File: src/hw/rtl/looping_clip_byte_mixer_assert.svh
// Assertion helpers for the mixer RTL.
`ifndef LOOPING_CLIP_BYTE_MIXER_ASSERT_SVH
`define LOOPING_CLIP_BYTE_MIXER_ASSERT_SVH

// Consequent must hold in the same cycle as the antecedent.
`define LCBM_ASSERT_NOW(label, ante, cons, msg) \
    label: assert property (@(posedge i_clk) disable iff (!i_rst_n) (ante) |-> (cons)) \
        else $error(msg);

// Consequent must hold in the cycle after the antecedent.
`define LCBM_ASSERT_NEXT(label, ante, cons, msg) \
    label: assert property (@(posedge i_clk) disable iff (!i_rst_n) (ante) |=> (cons)) \
        else $error(msg);

`endif

File: src/hw/rtl/lcbm_pkg.sv
package lcbm_pkg;

    // Default clip store depth in bytes.
    localparam int unsigned LCBM_CLIP_DEPTH = 65536;

    // Fixed field widths.
    localparam int unsigned LEN_W    = 17;
    localparam int unsigned CADDR_W  = 16;
    localparam int unsigned SAMPLE_W = 8;

    // Configuration register indexes.
    localparam logic REG_CLIP_LEN = 1'b0;
    localparam logic REG_FORMAT   = 1'b1;

    // Mixing constants on the ten-bit sum.
    localparam logic [9:0] MIX_BIAS = 10'd128;
    localparam logic [9:0] MIX_TOP  = 10'd383;

    typedef enum logic {
        OP_LOAD = 1'b0,
        OP_MIX  = 1'b1
    } t_op;

    // Classified word handed from the front to the back.
    typedef struct packed {
        t_op                 op;
        logic                wr_en;
        logic                applied;
        logic [SAMPLE_W-1:0] sample;
        logic                last;
    } t_cmd;

    // Queue status seen by both sides.
    typedef struct packed {
        logic full;
        logic empty;
    } t_q_stat;

endpackage

File: src/hw/rtl/lcbm_front.sv
module lcbm_front
    import lcbm_pkg::*;
#(
    parameter int unsigned CLIP_DEPTH = LCBM_CLIP_DEPTH,
    parameter int unsigned AW         = 16
) (
    input  logic                i_clk,
    input  logic                i_rst_n,
    input  logic                i_cfg_we,
    input  logic                i_cfg_idx,
    input  logic [LEN_W-1:0]    i_cfg_data,
    input  logic                i_in_valid,
    output logic                o_in_ready,
    input  logic                i_operation,
    input  logic [CADDR_W-1:0]  i_clip_address,
    input  logic [SAMPLE_W-1:0] i_sample_in,
    input  logic                i_last_in_block,
    input  t_q_stat             i_q_stat,
    output logic                o_push,
    output t_cmd                o_cmd,
    output logic [AW-1:0]       o_addr
);

    localparam logic [31:0] DEPTH_W = 32'(CLIP_DEPTH);

    logic [LEN_W-1:0] r_clip_len;
    logic             r_pcm;
    logic [LEN_W-1:0] r_pos, n_pos;
    logic [LEN_W-1:0] len_eff;
    logic [LEN_W:0]   pos_inc;
    logic [LEN_W-1:0] pos_sat;
    logic             active;
    logic             accept;
    logic [31:0]      pos_w;
    logic [31:0]      addr_w;
    t_op              op;

    // Configuration registers.
    always_ff @(posedge i_clk) begin
        if (!i_rst_n) begin
            r_clip_len <= '0;
            r_pcm      <= 1'b1;
        end else if (i_cfg_we) begin
            unique case (i_cfg_idx)
                REG_CLIP_LEN: r_clip_len <= i_cfg_data;
                REG_FORMAT:   r_pcm      <= i_cfg_data[0];
                default:      r_pcm      <= r_pcm;
            endcase
        end
    end

    // Classify the word and work out the next play position.
    always_comb begin
        op      = t_op'(i_operation);
        accept  = i_in_valid && !i_q_stat.full;
        len_eff = ({15'd0, r_clip_len} > DEPTH_W) ? DEPTH_W[LEN_W-1:0] : r_clip_len;
        active  = r_pcm && (len_eff != '0);
        pos_inc = {1'b0, r_pos} + 18'd1;
        pos_sat = ({1'b0, len_eff} < pos_inc) ? len_eff : pos_inc[LEN_W-1:0];
        if (i_last_in_block && (pos_sat >= len_eff)) begin
            pos_sat = '0;
        end
        n_pos = r_pos;
        if (accept) begin
            unique case (op)
                OP_LOAD: n_pos = '0;
                OP_MIX:  n_pos = active ? pos_sat : r_pos;
                default: n_pos = r_pos;
            endcase
        end
        pos_w  = {15'd0, r_pos};
        addr_w = {16'd0, i_clip_address};
        o_cmd.op      = op;
        o_cmd.wr_en   = (op == OP_LOAD) && (addr_w < DEPTH_W);
        o_cmd.applied = (op == OP_MIX) && active && (r_pos < len_eff);
        o_cmd.sample  = i_sample_in;
        o_cmd.last    = i_last_in_block;
        o_addr        = (op == OP_LOAD) ? addr_w[AW-1:0] : pos_w[AW-1:0];
    end

    always_ff @(posedge i_clk) begin
        if (!i_rst_n) begin
            r_pos <= '0;
        end else begin
            r_pos <= n_pos;
        end
    end

    assign o_push     = accept;
    assign o_in_ready = !i_q_stat.full;

endmodule

File: config.mk
export PLATFORM = sky130hd
export DESIGN_NAME = lcbm_front
export DESIGN_NICKNAME = d
export VERILOG_FILES = /design/src/hw/rtl/looping_clip_byte_mixer_assert.svh /design/src/hw/rtl/lcbm_pkg.sv /design/src/hw/rtl/lcbm_front.sv
export SDC_FILE = /design/constraint.sdc
export NUM_CORES = 1
export LEC_CHECK = 0
export BUFFER_PORTS_ARGS = -buffer_cell sky130_fd_sc_hd__buf_2
export CAP_MARGIN = 20
export CORE_MARGIN = 2
export CORE_UTILIZATION = 50
export DETAILED_ROUTE_END_ITERATION = 10
export HOLD_SLACK_MARGIN = 0.1
export PLACE_DENSITY = 0.85
export SETUP_SLACK_MARGIN = 0.5
export SYNTH_ARGS = -nofsm -noshare
export SYNTH_HDL_FRONTEND = slang
export SYNTH_SLANG_ARGS = --single-unit
export TNS_END_PERCENT = 10
File: constraint.sdc
create_clock -name i_clk -period 8.6 [get_ports i_clk]
set_clock_uncertainty 0.2 [all_clocks]
set_input_delay 2.15 -clock i_clk [delete_from_list [all_inputs] [get_ports i_clk]]
set_output_delay 2.15 -clock i_clk [all_outputs]
set_load 0.01 [all_outputs]
Yosys cells after proc, flatten, opt, wreduce, memory -nomap -nowiden
Cells that the tools add are included.
Word-level totals
  memories kept: 0
  memory bits (read-only): 0
  flip-flop bits (word level): 35
  latch bits: 0
  RAM bits: 0
Cells by class
  multipliers: 0
  reductions and logical operators: 10
  bitwise operators: 2
  divide/modulo/power cells: 0
  shift operators: 0
  $lt $le $gt $ge: 4
  equality and inequality tests: 1
  $add $sub $neg: 1
  muxes and demuxes: 6
Operators with widths (number)
  $mux W17: 4
  $pmux W17 S2: 1
  $add A17 B1 Y18 const B: 1
  $lt A17 B18 Y1: 1
  $ge A17 B17 Y1: 1
  $gt A17 B17 Y1 const B: 1
  $lt A17 B17 Y1: 1
  $reduce_bool A17 Y1: 1
  $mux W16: 1
  $reduce_and A2 Y1: 3
  $logic_and A1 B1 Y1: 5
  $ne A2 B1 Y1 const B: 1
  $not A1 Y1: 2
  $logic_not A1 Y1: 1

Logic depth before layout (Yosys ltp)
Gate-level depths: netlist of the first run.
  depth in word-level cells: 9
  depth in mapped cells: 24

Least setup slack after synthesis of the first run
OpenSTA, ideal clock, no wires.
  path kind: input-to-output
  start: input port i_operation
  end: output port o_cmd[9] in the netlist's numbering
  path buffers: 1
  data arrival time: 3.261 ns
  setup slack: 2.989 ns
  stages on the path: 5
  data required time: 6.250 ns
  cells stage by stage: clkbuf_1 -> inv_1 -> or2_2 -> a211oi_1 -> o21a_1
RTL lines
  from (decl): line lcbm_front.sv:14  | input logic i_operation,
  to (decl): line lcbm_front.sv:20  | output t_cmd o_cmd,

Final worst setup path of the first run
  start: register r_clip_len[16]
  end: register r_pos[2]
On the way
  word-level cells in the longest chain between the ends: 9
RTL lines
  from (decl): line lcbm_front.sv:26  | logic [LEN_W-1:0] r_clip_len;
  from (signal assigned): line lcbm_front.sv:45  | REG_CLIP_LEN: r_clip_len <= i_cfg_data;
  $gt A17 B17 Y1: line lcbm_front.sv:56  | len_eff = ({15'd0, r_clip_len} > DEPTH_W) ? DEPTH_W[LEN_W-1:0] : r_clip_len;
  $mux W17 *: line lcbm_front.sv:56
  $lt A17 B18 Y1: line lcbm_front.sv:59  | pos_sat = ({1'b0, len_eff} < pos_inc) ? len_eff : pos_inc[LEN_W-1:0];
  $mux W17: line lcbm_front.sv:59
  $ge A17 B17 Y1: line lcbm_front.sv:60  | if (i_last_in_block && (pos_sat >= len_eff)) begin
  $logic_and A1 B1 Y1: line lcbm_front.sv:60
  $mux W17: line lcbm_front.sv:60
  $mux W17: line lcbm_front.sv:67  | OP_MIX: n_pos = active ? pos_sat : r_pos;
  $pmux W17 S2: line lcbm_front.sv:65  | unique case (op)
  to (signal assigned): line lcbm_front.sv:85  | r_pos <= n_pos;
  to (decl): line lcbm_front.sv:28  | logic [LEN_W-1:0] r_pos, n_pos;
Every way passes the cells marked *; elsewhere a longest branch is shown, timed or not. The select of a mux whose other input is x is not followed.
A chain may end at the register's enable or synchronous reset.

==> flow_metrics.tcl, run 1 <==
set metrics [dict create \
    status "completed" \
    grt_first_pass_wirelength_mm 14.1 \
    min-delay-start "r_pcm" \
    cp_data_arrival_time_ps 6460 \
    starting_density_of_the_core 0.520 \
    netlist.area_leader.share 0.211 \
    synthFlopType "dfxtp_1" \
    post-route-util 0.581 \
    via_count 3038 \
    grt_antenna_before_repair 0 \
    area_delta_synth_final_pct 11.6 \
    dieWidth_um 85.5 \
    min_path_type "reg2reg" \
    total_power_per_unit_cell_area_nw_per_um2 132 \
    power.static_leakage_nw 1.74 \
    hold-path-cell-count 2 \
    cp_data_required_time_ps 8630 \
    drt_wl_total_mm 8.37 \
    remaining_drc_errors 0 \
    post_cts_buffers 0 \
    worstSetupEndpointType "flop" \
    clock_sinks 35 \
    number_of_cells_on_the_worst_reg_to_reg_path 19 \
    portBuffers 62 \
    clock-root-buffer "clkbuf_8" \
    dp_hpwl_mm 6.38 \
    detail-route-antenna-nets 0 \
    cts-buffers-inserted 5 \
    final_min_period_over_clock_period 0.748 \
    hold-worst-slack_ps 280 \
    r2r_slack_ps 2170 \
    critical_path.reg2reg.startpoint "r_clip_len[16]" \
    maximum_number_of_pins_on_one_net_before_global_route_repair 21 \
    rows 29 \
    ys.warnings.count 0 \
    first_global_vias 3046 \
    routedWlPerCell_um 16.2 \
    fin_nets 539 \
    setup_violations 0 \
    post-synth-top-area-cell "dfxtp_1" \
    maximum_clock_frequency_mhz 155 \
    postSynthAreaPerCell_um2 8.41 \
    cts_buffer_depth 2 \
    hold_buffer_count_at_cts 0 \
    timing_worst_slew_pin_value_ps 716 \
    mappedNetlistArea_um2 3320 \
    pwr-share-clk 0.336 \
    intPower_w 0.000331 \
    place_area_um2 3580 \
    slew-limit-headroom 0.523 \
    syn-instance-count 395 \
    setup.worst_path.start_class "flop" \
    power.switching_w 0.000158 \
    rr_endpoint "r_pos[2]" \
    die_outline_area_um2 7310 \
    synth_edf_count 0 \
    netlist-cell-type-count 52 \
    seq_power_share 0.351 \
    drive_above_1_share 0.231 \
    antenna_cells 0 \
    maxCapViolCount 0 \
    h_tree_level_count 2 \
    placeableCoreArea_um2 6390 \
    synth_seq_area_share 0.211 \
    globalRouteTotalUtil 0.240 \
    share_comb_of_total_power 0.312 \
    fin_tns_setup_ps 0 \
    netlist_top_cells_area "dfxtp_1, ha_1, nand2_1" \
    clock_latency_ps 300 \
    design.portCount 80 \
    setup_repair_after_global_routing_missed_its_margin "false" \
    drt_pass1_iterations 4 \
    drt_first_iter_violations 174 \
    critPathMaxFanout 16 \
    vdd_ir_drop_max_mv 0.110 \
    postSynthNetCount 494 \
    leading_cell_type_by_number_of_instances_after_synthesis "nand2_1" \
    fin_total_pwr_w 0.000489 \
    grt_overflow 0 \
    globalplace.congestion 0.937 \
    detail_route.vias_per_cell 5.86 \
    async_set_or_reset_flop_fraction_in_the_synthesized_netlist 0 \
    fin_crit_ps 6430 \
    timing.hold.worst_endpoint "r_pcm" \
    dieHeight_um 85.5 \
    stdcell_area_um2 3710 \
    final-hold-violation-count 0 \
    synthTopCellsByCount "nand2_1, ha_1, dfxtp_1, inv_1, a21boi_0" \
    crit_type "reg2reg" \
    synth_seq_cells 35 \
    postCtsResizedCells 0 \
    fraction_of_power_spent_switching_nets 0.323 \
    report.final.slew_viol_count 0 \
    tritoncts "yes" \
    cts.clk_slew.worst_paths_ps 80 \
]
routing by layer:
layer  wire length (µm)  vias to the layer above  track usage  part of all wire
met5                  0                        -            0                 0
met3                526                       18       0.0481             0.063
li1                   -                     1503            -                 -
met1               3690                     1419        0.294              0.44
met4                178                        0       0.0938             0.021
met2               3970                       98        0.412              0.47
power by group through the flow:
stage / sequential (W) / clock [W] / combinational [W]
2_1_floorplan: 0.000173 / 0 / 0.000122
3_3_place_gp: 0.000175 / 0 / 0.000143
3_5_place_dp: 0.000176 / 0 / 0.000149
4_1_cts: 0.000172 / 0.000165 / 0.000151
5_1_grt: 0.000173 / 0.000173 / 0.000169
6_report: 0.000172 / 0.000165 / 0.000153
per-stage QoR:
stage | setup WS [ps] | cells
detailed placement | 2350 | 509
global route | 1470 | 518
floorplan | 2990 | 395
finish | 2170 | 518
CTS | 2250 | 517
global placement | 2520 | 509
layout by cell type (no fill, tap or decap), types with 3 or more instances in the layout:
| master | n |
|---|---|
| a211oi_1 | 7 |
| a21boi_0 | 18 |
| a21o_1 | 8 |
| a21oi_1 | 11 |
| a22o_1 | 13 |
| and2_1 | 5 |
| and3_1 | 4 |
| buf_2 | 62 |
| buf_4 | 3 |
| clkbuf_8 | 6 |
| dfxtp_1 | 35 |
| ha_1 | 49 |
| inv_1 | 23 |
| mux2_2 | 17 |
| mux2i_1 | 7 |
| mux2i_2 | 9 |
| nand2_1 | 54 |
| nand2b_1 | 4 |
| nand3_1 | 12 |
| nand4_1 | 10 |
| nor2_1 | 17 |
| nor2b_1 | 11 |
| nor4_1 | 4 |
| o21a_1 | 5 |
| o21ai_0 | 5 |
| xnor2_1 | 8 |
| xor2_1 | 7 |
worst max-delay path, cell delays in order (launching register included):
cell       delay (ps)
dfxtp_1           620
clkinv_1          350
nand2_1           270
inv_1              70
ha_1              360
nand3_1            90
a211oi_1          190
a211oi_1          110
a2111oi_0         380
o41a_1            200
o21a_1            580
buf_4             390
mux2i_2           280
ha_1              300
a21oi_1           180
a21boi_0          100
o41ai_1           630
and2_1            690
a31oi_1           170
o22ai_1           170
flip-flops by register name (all words and copies together) (netlist names):
signal and count:
r_pcm 1, r_clip_len 17, r_pos 17
kinds of logic after synthesis:
kind of cell / Yosys count / share of synthesized area
AO/OA/AOI/OAI: 85 / 0.189
XOR/XNOR: 15 / 0.0395
adder cells (fa/ha/maj): 49 / 0.184
buffers and inverters: 51 / 0.0764
flip-flops: 35 / 0.211
multiplexers: 33 / 0.116
AND/OR/NAND/NOR: 127 / 0.183
layout make-up:
cell class / count / area (µm²)
fillers: 571 / 2680
clock buffers: 6 / 82.6
multi-input cells: 309 / 2370
repair buffers: 65 / 333
well taps: 77 / 96.3
inverters: 24 / 90.1
flip-flops and latches: 35 / 701
clock inverters: 2 / 38.8
worst max path at each step:
stage | from | to | slack, ps | cells past startpoint
after floorplan | i_operation | o_cmd[9] | 2990 | 5
after global placement | r_clip_len[16] | r_pos[6] | 2520 | 19
after detailed placement | r_clip_len[16] | r_pos[2] | 2350 | 19
after CTS | r_clip_len[16] | r_pos[2] | 2250 | 19
after global routing | r_clip_len[16] | r_pos[6] | 1470 | 19
final | r_clip_len[16] | r_pos[2] | 2170 | 19
Note: power is estimated with default switching activity, not from simulation.
==> inputs of run 2 (changes only) <==
--- a/config.mk
+++ b/config.mk
@@ -11,7 +11,7 @@
 export CORE_UTILIZATION = 50
 export DETAILED_ROUTE_END_ITERATION = 10
 export HOLD_SLACK_MARGIN = 0.1
-export PLACE_DENSITY = 0.85
+export PLACE_DENSITY = 0.88
 export SETUP_SLACK_MARGIN = 0.5
 export SYNTH_ARGS = -nofsm -noshare
 export SYNTH_HDL_FRONTEND = slang
==> constraint.sdc (replaced) <==
create_clock -name i_clk -period 5.4 [get_ports i_clk]
set_clock_uncertainty 0.2 [all_clocks]
set_input_delay 1.35 -clock i_clk [delete_from_list [all_inputs] [get_ports i_clk]]
set_output_delay 1.35 -clock i_clk [all_outputs]
set_load 0.01 [all_outputs]
==> run 2 against run 1 <==
  * Sequential power is 58% higher
  * Clock-buffer cell count stayed put
  * Hold slack worse by 4.5 ps
==> flow_metrics.tcl, run 2 (same netlist as run 1, synthesis figures left out) <==
set metrics [dict create \
    detailroute.wirelength.met2_mm 5.15 \
    antenna_cells 0 \
    crit_type "reg2reg" \
    highest_layer "met4" \
    setup_violations 0 \
    final_min_period_over_clock_period 0.978 \
    crit_path_max_incr_delay_ps 460 \
    grt_antenna_before_repair 0 \
    maxCapViolCount 0 \
    status "completed" \
    cp_data_arrival_time_ps 5320 \
    hold-path-cell-count 2 \
    most_frequent_cell_on_critical_path "ha_4" \
    drt_wl_total_mm 11.3 \
    drt_pass1_iterations 5 \
    fin_tns_setup_ps 0 \
    grt_overflow 0 \
    globalRouteTotalUtil 0.239 \
    place_area_um2 3680 \
    report.final.slew_viol_count 0 \
    clock_sinks 35 \
    detail_route.vias_per_cell 6.35 \
    timing_worst_slew_pin_value_ps 582 \
    h_tree_level_count 2 \
    dieWidth_um 85.5 \
    vdd_ir_drop_max_mv 0.160 \
    cts-buffers-inserted 5 \
    routedWlPerCell_um 20.6 \
    min_path_type "reg2reg" \
    slew-limit-headroom 0.612 \
    cts.clk_slew.worst_paths_ps 80 \
    clock_latency_ps 310 \
    wl_met3_mm 1.02 \
    setup_repair_after_global_routing_missed_its_margin "true" \
    post-route-util 0.674 \
    fin_crit_ps 5280 \
    critPathMaxFanout 7 \
    grt_first_pass_wirelength_mm 14.2 \
    hold_buffer_count_at_cts 0 \
    maximum_number_of_pins_on_one_net_before_global_route_repair 21 \
    total_power_per_unit_cell_area_nw_per_um2 196 \
    clock-root-buffer "clkbuf_8" \
    cp_data_required_time_ps 5440 \
    rr_endpoint "r_pos[4]" \
    remaining_drc_errors 0 \
    dieHeight_um 85.5 \
    final-hold-violation-count 0 \
    starting_density_of_the_core 0.520 \
    hold-worst-slack_ps 276 \
    dp_worst_setup_slack_ps 85.6 \
    placeableCoreArea_um2 6390 \
    rows 29 \
    m1WireLength_mm 4.20 \
    drt_first_iter_violations 368 \
    worstSetupEndpointType "flop" \
    number_of_cells_on_the_worst_reg_to_reg_path 20 \
    globalplace.congestion 0.925 \
    area_delta_synth_final_pct 29.4 \
    critical-path-slowest-cell "o41ai_2" \
    mostFrequentLayoutCells "buf_2, nand2_1, ha_1" \
    drive_above_1_share 0.391 \
    tritoncts "yes" \
    dp_hpwl_mm 6.59 \
    design.portCount 80 \
    timing.hold.worst_endpoint "r_pcm" \
    first_global_vias 3097 \
    most_frequent_standard_cell_in_the_layout_excluding_fill_and_tap_cells "buf_2" \
    r2r_slack_ps 120 \
    n_fill_cell 464 \
    worst_path_cell_chain "ha_4 > nand3_2 > xor2_2 > ha_4 > nand3_2 > a211oi_4 > a211oi_4 > a2111oi_2 > o41a_1 > o21a_4 > buf_4 > mux2i_4 > ha_4 > o21a_1 > o221ai_4 > a211oi_2 > o41ai_2 > and2_4 > buf_6 > a22o_1" \
    stdcell_area_um2 4300 \
    critical_path.reg2reg.startpoint "r_pos[1]" \
    portBuffers 62 \
    power.static_leakage_nw 1.93 \
    die_outline_area_um2 7310 \
    layout_top_registers "r_clip_len x17, r_pos x17, r_pcm x1" \
    min-delay-start "r_pcm" \
    via_count 3474 \
    maximum_clock_frequency_mhz 189 \
    detail-route-antenna-nets 0 \
    setup_slack_ps 119 \
    cts_buffer_depth 2 \
    fin_nets 569 \
    setup.worst_path.start_class "flop" \
]
-- run 2: worst max-delay path by stage --
| stage | startpoint | end | slack, ps | cells after the start |
|---|---|---|---|---|
| final | r_pos[1] | r_pos[4] | 120 | 20 |
| after floorplan | r_pos[2] | r_pos[4] | 530 | 22 |
| after global routing | r_pos[1] | r_pos[15] | -30 | 20 |
| after global placement | r_pos[1] | r_pos[7] | 230 | 20 |
| after CTS | r_pos[3] | r_pos[6] | 500 | 22 |
| after detailed placement | r_pos[1] | r_pos[4] | 90 | 21 |
-- run 2: per-layer routing --
metal / up-vias / global-route usage
met5: - / 0
met4: 0 / 0.0938
li1: 1565 / -
met1: 1558 / 0.300
met2: 264 / 0.406
met3: 87 / 0.0452
-- run 2: area by class of cell --
cell class,instances,area [µm²],share of cell area
clock buffers,6,82.6,0.0192
clock inverters,1,5.00,0.00116
inverters,24,93.8,0.0218
multi-input cells,309,2720,0.633
flip-flops and latches,35,716,0.166
well taps,77,96.3,0.0224
repair buffers,95,586,0.136
-- run 2: timing repair --
item	4_1_cts	5_1_grt
endpoints found under the setup margin	17	17
resized for setup	11	72
endpoints found under the hold margin	0	0
pin swaps	0	30
buffers inserted	0	17
-- run 2: worst max-delay path, delay by kind of cell, from the launching register on --
kind	cells	cell delay (ps)
xor+xnor	1	390
fa+ha+maj	3	660
buf+inv	2	290
mux	1	320
compound gates	10	2460
flops	1	380
simple gates	3	500
-- run 2: report_power, final --
group          internal [W]  switching (W)
clock              0.000100       0.000109
sequential         0.000265     0.00000709
combinational      0.000173       0.000190
total              0.000538       0.000307
-- run 2: stage by stage --
stage,power [W],cells
after floorplan,0.000470,395
after global placement,0.000517,522
after detailed placement,0.000527,522
after CTS,0.000734,529
after global routing,0.000872,547
final,0.000845,547
