`src/hw/rtl/looping_clip_byte_mixer_assert.svh`:
```
// Assertion helpers for the mixer RTL.
`ifndef LOOPING_CLIP_BYTE_MIXER_ASSERT_SVH
`define LOOPING_CLIP_BYTE_MIXER_ASSERT_SVH

// Consequent must hold in the same cycle as the antecedent.
`define LCBM_ASSERT_NOW(label, ante, cons, msg) \
    label: assert property (@(posedge i_clk) disable iff (!i_rst_n) (ante) |-> (cons)) \
        else $error(msg);

// Consequent must hold in the cycle after the antecedent.
`define LCBM_ASSERT_NEXT(label, ante, cons, msg) \
    label: assert property (@(posedge i_clk) disable iff (!i_rst_n) (ante) |=> (cons)) \
        else $error(msg);

`endif

```
`src/hw/rtl/lcbm_pkg.sv`:
```
package lcbm_pkg;

    // Default clip store depth in bytes.
    localparam int unsigned LCBM_CLIP_DEPTH = 65536;

    // Fixed field widths.
    localparam int unsigned LEN_W    = 17;
    localparam int unsigned CADDR_W  = 16;
    localparam int unsigned SAMPLE_W = 8;

    // Configuration register indexes.
    localparam logic REG_CLIP_LEN = 1'b0;
    localparam logic REG_FORMAT   = 1'b1;

    // Mixing constants on the ten-bit sum.
    localparam logic [9:0] MIX_BIAS = 10'd128;
    localparam logic [9:0] MIX_TOP  = 10'd383;

    typedef enum logic {
        OP_LOAD = 1'b0,
        OP_MIX  = 1'b1
    } t_op;

    // Classified word handed from the front to the back.
    typedef struct packed {
        t_op                 op;
        logic                wr_en;
        logic                applied;
        logic [SAMPLE_W-1:0] sample;
        logic                last;
    } t_cmd;

    // Queue status seen by both sides.
    typedef struct packed {
        logic full;
        logic empty;
    } t_q_stat;

endpackage

```
`src/hw/rtl/lcbm_queue.sv`:
```
module lcbm_queue
    import lcbm_pkg::*;
#(
    parameter int unsigned AW = 16
) (
    input  logic          i_clk,
    input  logic          i_rst_n,
    input  logic          i_push,
    input  t_cmd          i_cmd,
    input  logic [AW-1:0] i_addr,
    input  logic          i_pop,
    output t_cmd          o_cmd,
    output logic [AW-1:0] o_addr,
    output t_q_stat       o_stat
);

    localparam int unsigned EW = $bits(t_cmd) + AW;

    logic [EW-1:0] r_ent [2];
    logic          r_wp;
    logic          r_rp;
    logic [1:0]    r_cnt;

    // Two-entry queue; payload entries need no reset.
    always_ff @(posedge i_clk) begin
        if (i_push) begin
            r_ent[r_wp] <= {i_cmd, i_addr};
        end
    end

    always_ff @(posedge i_clk) begin
        if (!i_rst_n) begin
            r_wp  <= 1'b0;
            r_rp  <= 1'b0;
            r_cnt <= 2'd0;
        end else begin
            if (i_push) begin
                r_wp <= !r_wp;
            end
            if (i_pop) begin
                r_rp <= !r_rp;
            end
            r_cnt <= r_cnt + {1'b0, i_push} - {1'b0, i_pop};
        end
    end

    assign {o_cmd, o_addr} = r_ent[r_rp];
    assign o_stat.full     = (r_cnt == 2'd2);
    assign o_stat.empty    = (r_cnt == 2'd0);

endmodule

```
`config.mk`:
```
export PLATFORM = sky130hd
export DESIGN_NAME = lcbm_queue
export DESIGN_NICKNAME = d
export VERILOG_FILES = /design/src/hw/rtl/looping_clip_byte_mixer_assert.svh /design/src/hw/rtl/lcbm_pkg.sv /design/src/hw/rtl/lcbm_queue.sv
export SDC_FILE = /design/constraint.sdc
export NUM_CORES = 1
export LEC_CHECK = 0
export ABC_AREA = 1
export BUFFER_PORTS_ARGS = -buffer_cell sky130_fd_sc_hd__buf_2
export CAP_MARGIN = 20
export CORE_MARGIN = 2
export CORE_UTILIZATION = 31
export CTS_BUF_LIST = sky130_fd_sc_hd__clkbuf_2 sky130_fd_sc_hd__clkbuf_4 sky130_fd_sc_hd__clkbuf_8
export DETAILED_ROUTE_END_ITERATION = 16
export GPL_TIMING_DRIVEN = 0
export PLACE_DENSITY = 0.49
export SYNTH_ARGS = -nofsm -noshare
export SYNTH_HDL_FRONTEND = slang
export SYNTH_SLANG_ARGS = --single-unit
```
`constraint.sdc`:
```
create_clock -name i_clk -period 4.3 [get_ports i_clk]
set_input_delay 0.215 -clock i_clk [delete_from_list [all_inputs] [get_ports i_clk]]
set_output_delay 0.215 -clock i_clk [all_outputs]
set_load 0.01 [all_outputs]
```
Yosys cells after proc, flatten, opt, wreduce, memory -nomap -nowiden
Memory sizes are Yosys's and may differ from the RTL's. A register that Yosys moved wholly into a read port is not among the register bits.
Cells that the tools add are included.
Widths: inputs -> output; s select.
Word-level totals
  memories: 1
  bits in latches: 0
  bits in read-only memories: 0
  output and inout port bits: 30
  bits of input ports: 32
  register bits after elaboration: 4
  word-level logic and storage cells: 14
  bits in writable memories: 56
Memories
  r_ent: words 2, bits a word 28, read ports 1, clocked after Yosys merged registers in 1, write ports 1, RTL line lcbm_queue.sv:19  | logic [EW-1:0] r_ent [2];
Operators by class
  divide/modulo/power cells: 0
  bitwise logic cells: 0
  multiplexer cells: 4
  multipliers: 0
  reductions and logical operators: 3
  order comparisons: 0
  add/sub/neg operators: 2
  eq/ne operators: 1
  shift-type cells: 0
Operator list (number)
  $mux 1: 4
  $add 2x1->2: 1
  $eq 2x2->1 const B: 1
  $logic_not 1->1: 2
  $logic_not 2->1: 1
  $sub 2x1->2: 1

Logic depth before layout (Yosys ltp)
Gate-level depths: netlist of the first run.
  depth in word-level cells: 3
  mapped depth: 7
  depth with buffers taken out: 7

Worst setup path before layout of the first run
Ideal clock, no wire load.
  path type: reg2reg
  from: register r_wp
  to: memory r_ent[0][0] (netlist name), enable pin
  path buffers: 0
  arrival time: 1512 ps
  period minus slack after synthesis: 1925 ps
  data required time: 3887 ps
  path slack: 2375 ps
  stages on the path, launching flop included: 2
  setup time: 413 ps
  path through: dfxtp_1 > nor2_1
RTL lines
  from (decl): RTL line lcbm_queue.sv:20  | logic r_wp;
  from (signal assigned): RTL line lcbm_queue.sv:38  | r_wp <= !r_wp;
  to (decl): RTL line lcbm_queue.sv:19
No word-level cell before the write port.

==> metrics.md, run 1 <==
| Metric | Value |
|---|---|
| Vias | ~1200 |
| Sum Neg Setup Slack | 0 ps |
| Number of hold buffers added after CTS | 0 |
| Status | completed |
| Critical-path top delay cell | dfxtp_1 |
| First-pass GRT wire length | 6340 um |
| TritonRoute pass-1 iters | 4 |
| Grt peak-use layer | met2 |
| Min-delay src | i_addr[1] |
| Met2 usage | 18.3% |
| Die area | 0.00829 sq mm |
| CTS clk-pin slew, worst paths | approximately 70 ps |
| Layout net count | 228 |
| Kind of critical path | reg2out |
| Final setup violation count | 0 |
| Mapped Avg Cell Area | 19.6 sq um |
| PwrDens | ~460 mW/mm^2 |
| Clock Tree Buf Depth | 2 |
| M1 GR Usage | 10.2% |
| Worst endpoint required time | a little over 4000 ps |
| Cell count of the worst reg-to-reg path | 2 |
| Final min period | 1640 ps |
| GRT Residual Overflow | 0 |
| FF+latch area | 0.00178 sq mm |
| Post-DP HPWL | 2770 um |
| # fillers | 708 |
| Syn. warnings | 0 |
| CP startpoint kind | register |
| CTS root buffer | clkbuf_8 |
| Standard-cell row count | 31 |
| Syn nets | about 150 |
| Met3 Usage GRT | 3.82% |
| Fraction of final layout cells sized beyond drive strength 1 | 55.3% |
| RD Place Congestion | 0.631 |
| Cell count after placement | 281 |
| Ports | 62 |
| DR WL/cell | around 14 um |
| Cell Chain, Critical Path | buf_6 -> buf_12 -> mux2_4 -> buf_2 |
| Netlist cell types | 12 |
| RR Startpoint | r_wp |
| Crit Reg-Reg Endpoint | r_ent[0][9] |
| Most frequent cells in the layout | 61 x buf_2, 56 x edfxtp_1, 20 x mux2_4, 9 x clkbuf_8 |
| Post-synthesis register bit count | slightly above 60 |
| Die height | 91.0 um |
| CP peak stage delay | 320 ps |
| LEAKAGE | 1.24 nW |
| Ant. Diodes | 0 |
| CP max FO | 10 |
| Sink of the worst hold path | r_ent[0][1] |
| Drt total wl | 4050 um |
| Die X | 91.0 um |
| DRC viols | 0 |
| Fin crit share | 38.0% |
| Core area | between 0.007 and 0.008 sq mm |
| Final Hold Vio Count | 0 |
| Clock Sinks | 61 |
| Placed cell area | 0.00281 sq mm |
| Synth Instances | 120 |
| Max-cap violations | 0 |
| Multi-input gate area | 492 sq um |
| Slew at the pin closest to its max-slew limit | roughly 830 ps |
| Count of input and output buffers | 61 |
| Commonest non-fill, non-tap cell in the layout | buf_2 |
| F_max | 0.611 GHz |
| Initial core utilization | 32.2% |
| CTS tree | yes |
| Largest net degree at the start of global routing | 29 |
| Worst hold path depth | 1 |
| Number of global-route vias before repair | 1359 |
| VDD IR max | about 0.20 mV |
| RSZ-0062 raised after global routing | no |
| Post-DR vias/cell | 4.18 |
| Initial antenna violation count | 0 |
| Sequential area share after synthesis | roughly three quarters |
| Crit path DAT | about 1400 ps |
| DR iter-0 viols | 36 |
| Max Slew Vio Count | 0 |
| Postcts setup bufs | 0 |
| Remaining antenna violation count after routing | 0 |
| Inserted Clock Buffers | 9 |
| Layout Cells excl Fill | between 200 and 300 |
| HP Class | in2reg |
| Total power | 1.39 mW |
| Total Routing Usage GR | around a tenth |
| H-tree levels | 3 |
| Flop2flop setup slack | about 2800 ps |
| Worst-skew pair later-pin latency | approximately 330 ps |
| Kind of end point of the critical path | output port |
| Area Overhead vs Synth | 29.8% |
| Clk_skew | 10.3 ps |
| Post-route cell area | 0.00305 sq mm |
| Mapped cell area | 0.00235 sq mm |
| Max_slew headroom | 44.7% |
| Resize count post-CTS | 0 |
[cells by family (layout without fill, tap and decap cells)]
logic type / count (synthesis) / after routing / share of synthesized area (%)
flip-flops: 61 / 61 / 75.9
multiplexers: 28 / 28 / 16.6
AND/OR/NAND/NOR: 18 / 18 / 2.93
buffers and inverters: 10 / 89 / 3.30
adder cells (fa/ha/maj): 2 / 2 / 1.07
AO/OA/AOI/OAI: 1 / 1 / 0.213
[stage by stage]
stage	hold slack (ps)	util, %	worst slack, ps
global route	46.6	41.8	2600
detailed placement	409	38.5	2550
global placement	402	38.1	1710
floorplan	308	-	2370
CTS	48.8	41.4	2540
finish	65.4	41.8	2660
[state kept, by name, indices dropped and copies added (netlist names), named ones only]
register	cells
r_rp	1
r_ent	56
r_wp	1
r_cnt	2
[routing by layer]
layer  share of wire (%)  wire [um]
met1                  40       1610
met4                 2.7        110
met5                   0          0
met3                 5.7        232
met2                  52       2100
[cells in the mapped netlist]
library cell | n | share of area, %
a21oi_1 | 1 | 0.21
buf_12 | 2 | 1.7
buf_6 | 1 | 0.48
dfxtp_1 | 5 | 4.3
edfxtp_1 | 56 | 72
ha_1 | 2 | 1.1
inv_1 | 7 | 1.1
mux2_2 | 8 | 3.8
mux2_4 | 20 | 13
nand2_1 | 8 | 1.3
nand3_1 | 1 | 0.21
nor2_1 | 9 | 1.4
[layout make-up]
cell class,instances,share of cell area (%)
timing repair buffer,63,11.8
tap,99,4.06
multi-input combinational,49,16.1
clock buffer,9,4.06
sequential,61,58.4
buffer,3,1.68
clock inverter,7,2.95
inverter,7,0.862
[worst max path at each step]
stage,from,end,slack [ps]
6_report,register,o_addr[11],2660
4_1_cts,r_wp,r_ent[1][11],2540
3_3_place_gp,i_push,r_ent[0][12],1710
5_1_grt,register,o_cmd[10],2600
2_1_floorplan,r_wp,r_ent[0][0],2370
3_5_place_dp,r_wp,r_ent[1][12],2550
[power breakdown]
part	internal, mW	leakage [nW]	switching [mW]	total, mW
combinational	0.0810	0.564	0.0746	0.156
sequential	0.685	0.567	0.00991	0.695
clock	0.323	0.107	0.217	0.540
[worst max-delay path: cells and delay by family (launching register included)]
family / cells / cell delay [ps]
buf+inv: 3 / 460
flops: 1 / 320
mux: 1 / 300
(Power assumes the default switching activity.)
==> inputs of run 2 (changes only) <==
PLACE_DENSITY = 0.51   (was 0.49)
clock period = 1.3 ns   (was 4.3 ns; I/O delays follow)
==> run 2 against run 1 <==
The run now ends with negative setup slack left; flip-flop and latch count did not move; critical path depth unchanged; cell count grew 13%; combinational power grew to 4.8 times the previous value; sequential power increased to 3.3 times the previous value; register-to-register slack lost 2700 ps; worst setup slack got worse by 2800 ps.
==> metrics.md, run 2 (same netlist as run 1, synthesis figures left out) <==
| Metric | Value |
|---|---|
| Max-cap violations | 0 (unchanged) |
| Layout net count | 267 (+17%) |
| CP startpoint kind | register |
| Vias | 1411 (+13%) |
| RD Place Congestion | 0.621 (-1.5%) |
| Final core utilization | 50.1% (+8.3 points) |
| Total Routing Usage GR | 11.7% (+1.3 points) |
| Crit Reg-Reg Endpoint | r_cnt[1] |
| Most frequent cells in the layout | 56 x edfxtp_1, 33 x buf_2, 30 x dlygate4sd3_1, 28 x buf_6, 26 x mux2_4 |
| Area Overhead vs Synth | 55.7% |
| Total power | 4.82 mW (+250%) |
| Final Hold Vio Count | 0 (unchanged) |
| Post-route cell area | 0.00366 sq mm (+20%) |
| Fin crit share | 111% |
| H-tree levels | 3 (unchanged) |
| Count of input and output buffers | 61 (unchanged) |
| Post-DP HPWL | 2730 um (-1.4%) |
| CTS clk-pin slew, worst paths | 60 ps (about the same) |
| Ports | 62 (unchanged) |
| Standard-cell row count | 31 (unchanged) |
| Worst endpoint required time | 1240 ps (-2850 ps) |
| Core area | 0.00729 sq mm (unchanged) |
| Most flop-heavy register | r_ent |
| Post-DR vias/cell | 4.19 (+0.22%) |
| Crit path DAT | 1370 ps (-50 ps) |
| Die X | 91.0 um (unchanged) |
| Clock Tree Buf Depth | 2 (unchanged) |
| RSZ-0062 raised after global routing | yes |
| Fraction of final layout cells sized beyond drive strength 1 | 51.3% (-4.0 points) |
| Final setup violation count | 28 (+28) |
| Flop2flop setup slack | 110 ps (-2680 ps) |
| CTS tree | yes |
| Top flop regs | r_ent: 56 flops, r_cnt: 2 flops |
| Clock Sinks | 61 (unchanged) |
| Placed cell area | 0.00279 sq mm (-0.67%) |
| Sum Neg Setup Slack | -3350 ps (-3350 ps) |
| Max reg flops | 56 (unchanged) |
| Clk_skew | 9.33 ps (-0.968 ps) |
| Max Slew Vio Count | 0 (unchanged) |
| Drt total wl | 4670 um (+15%) |
| DRC viols | 0 (unchanged) |
| Inserted Clock Buffers | 9 (unchanged) |
| Cell count of the worst reg-to-reg path | 7 (+5) |
| Largest net degree at the start of global routing | 15 (-48%) |
| Status | complete, but fails checks |
| Min-delay src | i_push |
| Ant. Diodes | 0 (unchanged) |
| Initial core utilization | 32.2% (unchanged) |
| Worst hold path depth | 3 (+2) |
| Max_slew headroom | 68.5% (+24 points) |
| Number of global-route vias before repair | 1486 (+9.3%) |
| VDD IR max | 0.860 mV (+340%) |
| Die height | 91.0 um (unchanged) |
| Worst-skew pair later-pin latency | 330 ps (about the same) |
| Die area | 0.00829 sq mm (unchanged) |
| Slew at the pin closest to its max-slew limit | 471 ps (-358 ps) |
| PwrDens | 1320 mW/mm^2 (+190%) |
| First-pass GRT wire length | 7110 um (+12%) |
| Kind of critical path | reg2out |
| F_max | 0.695 GHz |
| DR WL/cell | 13.9 um (+1.9%) |
| CP max FO | 8 (-2) |
| Kind of end point of the critical path | output port |
| RR Startpoint | r_cnt[0] |
| CTS root buffer | clkbuf_8 |
| Sink of the worst hold path | r_wp |
| GRT Residual Overflow | 0 (unchanged) |
| HP Class | in2reg |
| Pre-CTS WS | -229 ps (-2780 ps) |
| Final min period | approximately 1400 ps |
| Worst Setup Slack, final | -139 ps (-2800 ps) |
| TritonRoute pass-1 iters | 4 (unchanged) |
| Hold_ws | 36.5 ps (-28.9 ps) |
| Initial antenna violation count | 0 (unchanged) |
| LEAKAGE | 1.49 nW (+20%) |
| DR iter-0 viols | 65 (+81%) |
| Layout Cells excl Fill | 337 (+13%) |
| Commonest non-fill, non-tap cell in the layout | edfxtp_1 |
| Remaining antenna violation count after routing | 0 (unchanged) |
| Violated checks | negative setup slack |
| Cell count after placement | 280 (-0.36%) |
[run 2: changes by cell type in the layout (fill, tap and decap cells not counted), moves of 2 or more]
cell           change
dlygate4sd3_1     +30
buf_2             -28
buf_6             +27
mux2_2             -6
mux2_4             +6
buf_4              +5
buf_12             +3
buf_16             -2
clkbuf_16          +2
dfxtp_1            -2
dfxtp_2            +2
nor2_4             +2
[run 2: cell type report]
type	count	area, sq um
flip-flops and latches	61	1780
plain buffers	3	60.1
well taps	99	124
fillers	651	3640
repair inverters	1	7.51
multi-input cells	50	533
inverters	7	30.0
clock buffers	10	131
clock inverters	6	77.6
repair buffers	100	908
[run 2: how the worst max path moves through the flow]
stage | to | startpoint | cells past startpoint
2_1_floorplan | r_ent[1][0] | r_wp | 2
3_3_place_gp | r_ent[1][17] | r_wp | 2
3_5_place_dp | r_ent[1][20] | r_wp | 2
4_1_cts | o_cmd[4] | register | 4
5_1_grt | o_cmd[6] | register | 4
6_report | o_cmd[6] | register | 4
[run 2: report_power, final]
| group | total [mW] | internal, mW | switching (mW) |
|---|---|---|---|
| combinational | 0.753 | 0.458 | 0.294 |
| clock | 1.76 | 1.08 | 0.683 |
| sequential | 2.31 | 2.27 | 0.0392 |
| total | 4.82 | 3.81 | 1.02 |
[run 2: timing repair]
item                                   CTS  global route
pin swaps                                1             0
resized for setup                       40             1
setup endpoints to repair               84            28
hold buffers                            30             0
gates cloned                             2             2
endpoints found under the hold margin   60             0
setup buffers                            6             1
[run 2: routing by layer]
metal / part of all wire [%] / global-route usage, %
met4: 1.8 / 6.44
met5: 0 / 0
met1: 41 / 12.8
met2: 53 / 20.1
met3: 4.3 / 3.49
[run 2: critical path, stage by stage (launching register included)]
cell       delay [ps]
dfxtp_2           340
buf_12            140
clkbuf_16         150
mux2_4            300
buf_6             120
==> inputs of run 3 (changes only) <==
REMOVE_ABC_BUFFERS = 1   (was not set)
==> run 3 against run 2 <==
The run still ends with negative setup slack left; wire length rose by 1.5%; cell count shrank 2.1%; count of clock-buffer cells in the layout shrank 1; via count decreased by 0.78%; sequential share of layout area grew 1.2 points; global-route usage is 0.39 points higher; register-to-register slack got worse by 40 ps; worst setup slack improved by 25 ps; first-iteration DRC count up 23%; critical path type unchanged; critical endpoint is now o_addr[12].
==> metrics.md, run 3 (same netlist as run 1, synthesis figures left out) <==
| Metric | Value |
|---|---|
| Status | complete, but fails checks |
| Violated checks | negative setup slack |
| Hold_ws | 65.6 ps (+29.1 ps) |
| # fillers | 671 (+3.1%) |
| Worst endpoint required time | 1240 ps (about the same) |
| HP Class | in2reg |
| Total Routing Usage GR | 12.1% (+0.39 points) |
| Fin crit share | 109% (-1.9 points) |
| DR iter-0 viols | 80 (+23%) |
| RD Place Congestion | 0.682 (+9.8%) |
| DRC viols | 0 (unchanged) |
| Layout Cells excl Fill | 330 (-2.1%) |
| Fraction of final layout cells sized beyond drive strength 1 | 49.8% (-1.5 points) |
| Final Hold Vio Count | 0 (unchanged) |
| P_sw | 1.01 mW (-0.46%) |
| Clock Tree Buf Depth | 2 (unchanged) |
| First-pass GRT wire length | 7400 um (+4.1%) |
| Combinational share of power | 15.3% (-0.3 points) |
| Inserted Clock Buffers | 9 (unchanged) |
| Die height | 91.0 um (unchanged) |
| Kind of critical path | reg2out |
| Crit path DAT | 1350 ps (-20 ps) |
| Final setup violation count | 28 (unchanged) |
| Post-DR vias/cell | 4.24 (+1.3%) |
| Total power | 4.76 mW (-1.3%) |
| CTS clk-pin slew, worst paths | 60 ps (about the same) |
| VDD IR max | 0.879 mV (+2.3%) |
| Vias | 1400 (-0.78%) |
| Count of input and output buffers | 61 (unchanged) |
| Worst-skew pair later-pin latency | 320 ps (about the same) |
| Post-DP HPWL | 2640 um (-3.3%) |
| Sequential share of power | 48.6% (+0.8 points) |
| Core area | 0.00729 sq mm (unchanged) |
| Largest net degree at the start of global routing | 15 (unchanged) |
| CTS tree | yes |
| TritonRoute pass-1 iters | 4 (unchanged) |
| Drt total wl | 4740 um (+1.5%) |
| Max_slew headroom | 67.8% (-0.73 points) |
| Number of global-route vias before repair | 1562 (+5.1%) |
| Die area | 0.00829 sq mm (unchanged) |
| Clk_skew | 2.83 ps (-6.50 ps) |
| Crit-path leading delay family | flip-flops |
| CP bufs+invs | 2 (-1) |
| Remaining antenna violation count after routing | 0 (unchanged) |
| H-tree levels | 3 (unchanged) |
| Kind of end point of the critical path | output port |
| CP max FO | 14 (+6) |
| Die X | 91.0 um (unchanged) |
| Slew at the pin closest to its max-slew limit | 482 ps (+10.9 ps) |
| LEAKAGE | 1.44 nW (-3.0%) |
| Internal power | 3.75 mW (-1.6%) |
| Cell Chain, Critical Path | buf_16 -> mux2_4 -> buf_6 |
| Standard-cell row count | 31 (unchanged) |
| Commonest non-fill, non-tap cell in the layout | edfxtp_1 |
| CP peak stage delay | 400 ps (+60 ps) |
| Post-route cell area | 0.00358 sq mm (-2.2%) |
| RSZ-0062 raised after global routing | yes |
| Ports | 62 (unchanged) |
| Area Overhead vs Synth | 52.3% |
| DR WL/cell | 14.4 um (+3.6%) |
| Layout net count | 260 (-2.6%) |
| Final min period | 1410 ps (-25.0 ps) |
| Most flop-heavy register | r_ent |
| Switching Fraction | 21.3% (+0.18 points) |
| Max reg flops | 56 (unchanged) |
| Flop2flop setup slack | 70 ps (-40 ps) |
| Cell count after placement | 278 (-0.71%) |
| Clock Sinks | 61 (unchanged) |
| Ant. Diodes | 0 (unchanged) |
| CTS root buffer | clkbuf_8 |
| Critical-path top delay cell | dfxtp_4 |
| Initial core utilization | 32.2% (unchanged) |
| PwrDens | 1330 mW/mm^2 (+0.88%) |
| GRT Residual Overflow | 0 (unchanged) |
| F_max | 0.707 GHz (+1.8%) |
| Top flop regs | r_ent: 56 flops, r_cnt: 2 flops |
| CP startpoint kind | register |
| Worst Setup Slack, final | -114 ps (+25.0 ps) |
| Most frequent cells in the layout | 56 x edfxtp_1, 34 x buf_2, 30 x dlygate4sd3_1, 28 x mux2_4, 28 x buf_6 |
| Initial antenna violation count | 0 (unchanged) |
| Max Slew Vio Count | 0 (unchanged) |
| Clk pwr share | 36.1% (-0.5 points) |
| Max-cap violations | 0 (unchanged) |
| Placed cell area | 0.00275 sq mm (-1.4%) |
## run 3: cell count changes in the layout (fill, tap and decap cells not counted), sizes merged
cell	before	now
buf	71	67
clkbuf	12	9
clkinv	4	5
clkinvlp	2	1
## run 3: final cells by class
cell class | count | area, sq um | area share (%)
inverter | 7 | 30.0 | 0.840
timing repair buffer | 97 | 876 | 24.5
clock buffer | 9 | 124 | 3.46
multi-input combinational | 50 | 554 | 15.5
clock inverter | 7 | 80.1 | 2.24
tap | 99 | 124 | 3.46
sequential | 61 | 1790 | 50.0
## run 3: final timing paths
kind	startpoint	to	cells past startpoint
worst max register to register	r_cnt[0]	r_cnt[1]	7
worst min register to register	r_rp	register	2
worst min-delay path	i_push	r_wp	3
worst max-delay path	register	o_addr[12]	3
## run 3: routing by layer
layer / GRT usage [%] / share of wire, %
met2: 22.0 / 53
met4: 4.67 / 1.3
met3: 5.89 / 5.8
met1: 11.6 / 39
met5: 0 / 0
## run 3: timing repair
item | CTS | global route
buffers inserted | 5 | 0
gates cloned | 1 | 0
endpoints found under the hold margin | 61 | 0
resized for setup | 32 | 12
hold buffers | 30 | 0
setup endpoints to repair | 84 | 57
pin swaps | 1 | 0
## run 3: stage by stage
step / setup slack, ps / util [%] / setup TNS, ps
floorplan: -625 / - / -26580
global placement: -1280 / 37.4 / -66370
detailed placement: -280 / 37.7 / -15240
CTS: -148 / 48.3 / -3260
global route: -174 / 49.0 / -4090
finish: -114 / 49.0 / -2560
## run 3: power groups by stage
| stage | sequential, mW | combinational [mW] | clock [mW] |
|---|---|---|---|
| finish | 2.31 | 0.728 | 1.72 |
| floorplan | 2.36 | 0.262 | 0 |
| CTS | 2.31 | 0.702 | 1.77 |
| global route | 2.32 | 0.781 | 1.88 |
| detailed placement | 2.38 | 0.451 | 0 |
| global placement | 2.37 | 0.427 | 0 |
## run 3: worst register-to-register path, delay by kind of cell (launching register included)
family / cells / cell delay [ps]
flip-flops: 1 / 340
adder cells (fa/ha/maj): 2 / 430
AND/OR/NAND/NOR: 3 / 200
buffers and inverters: 2 / 160
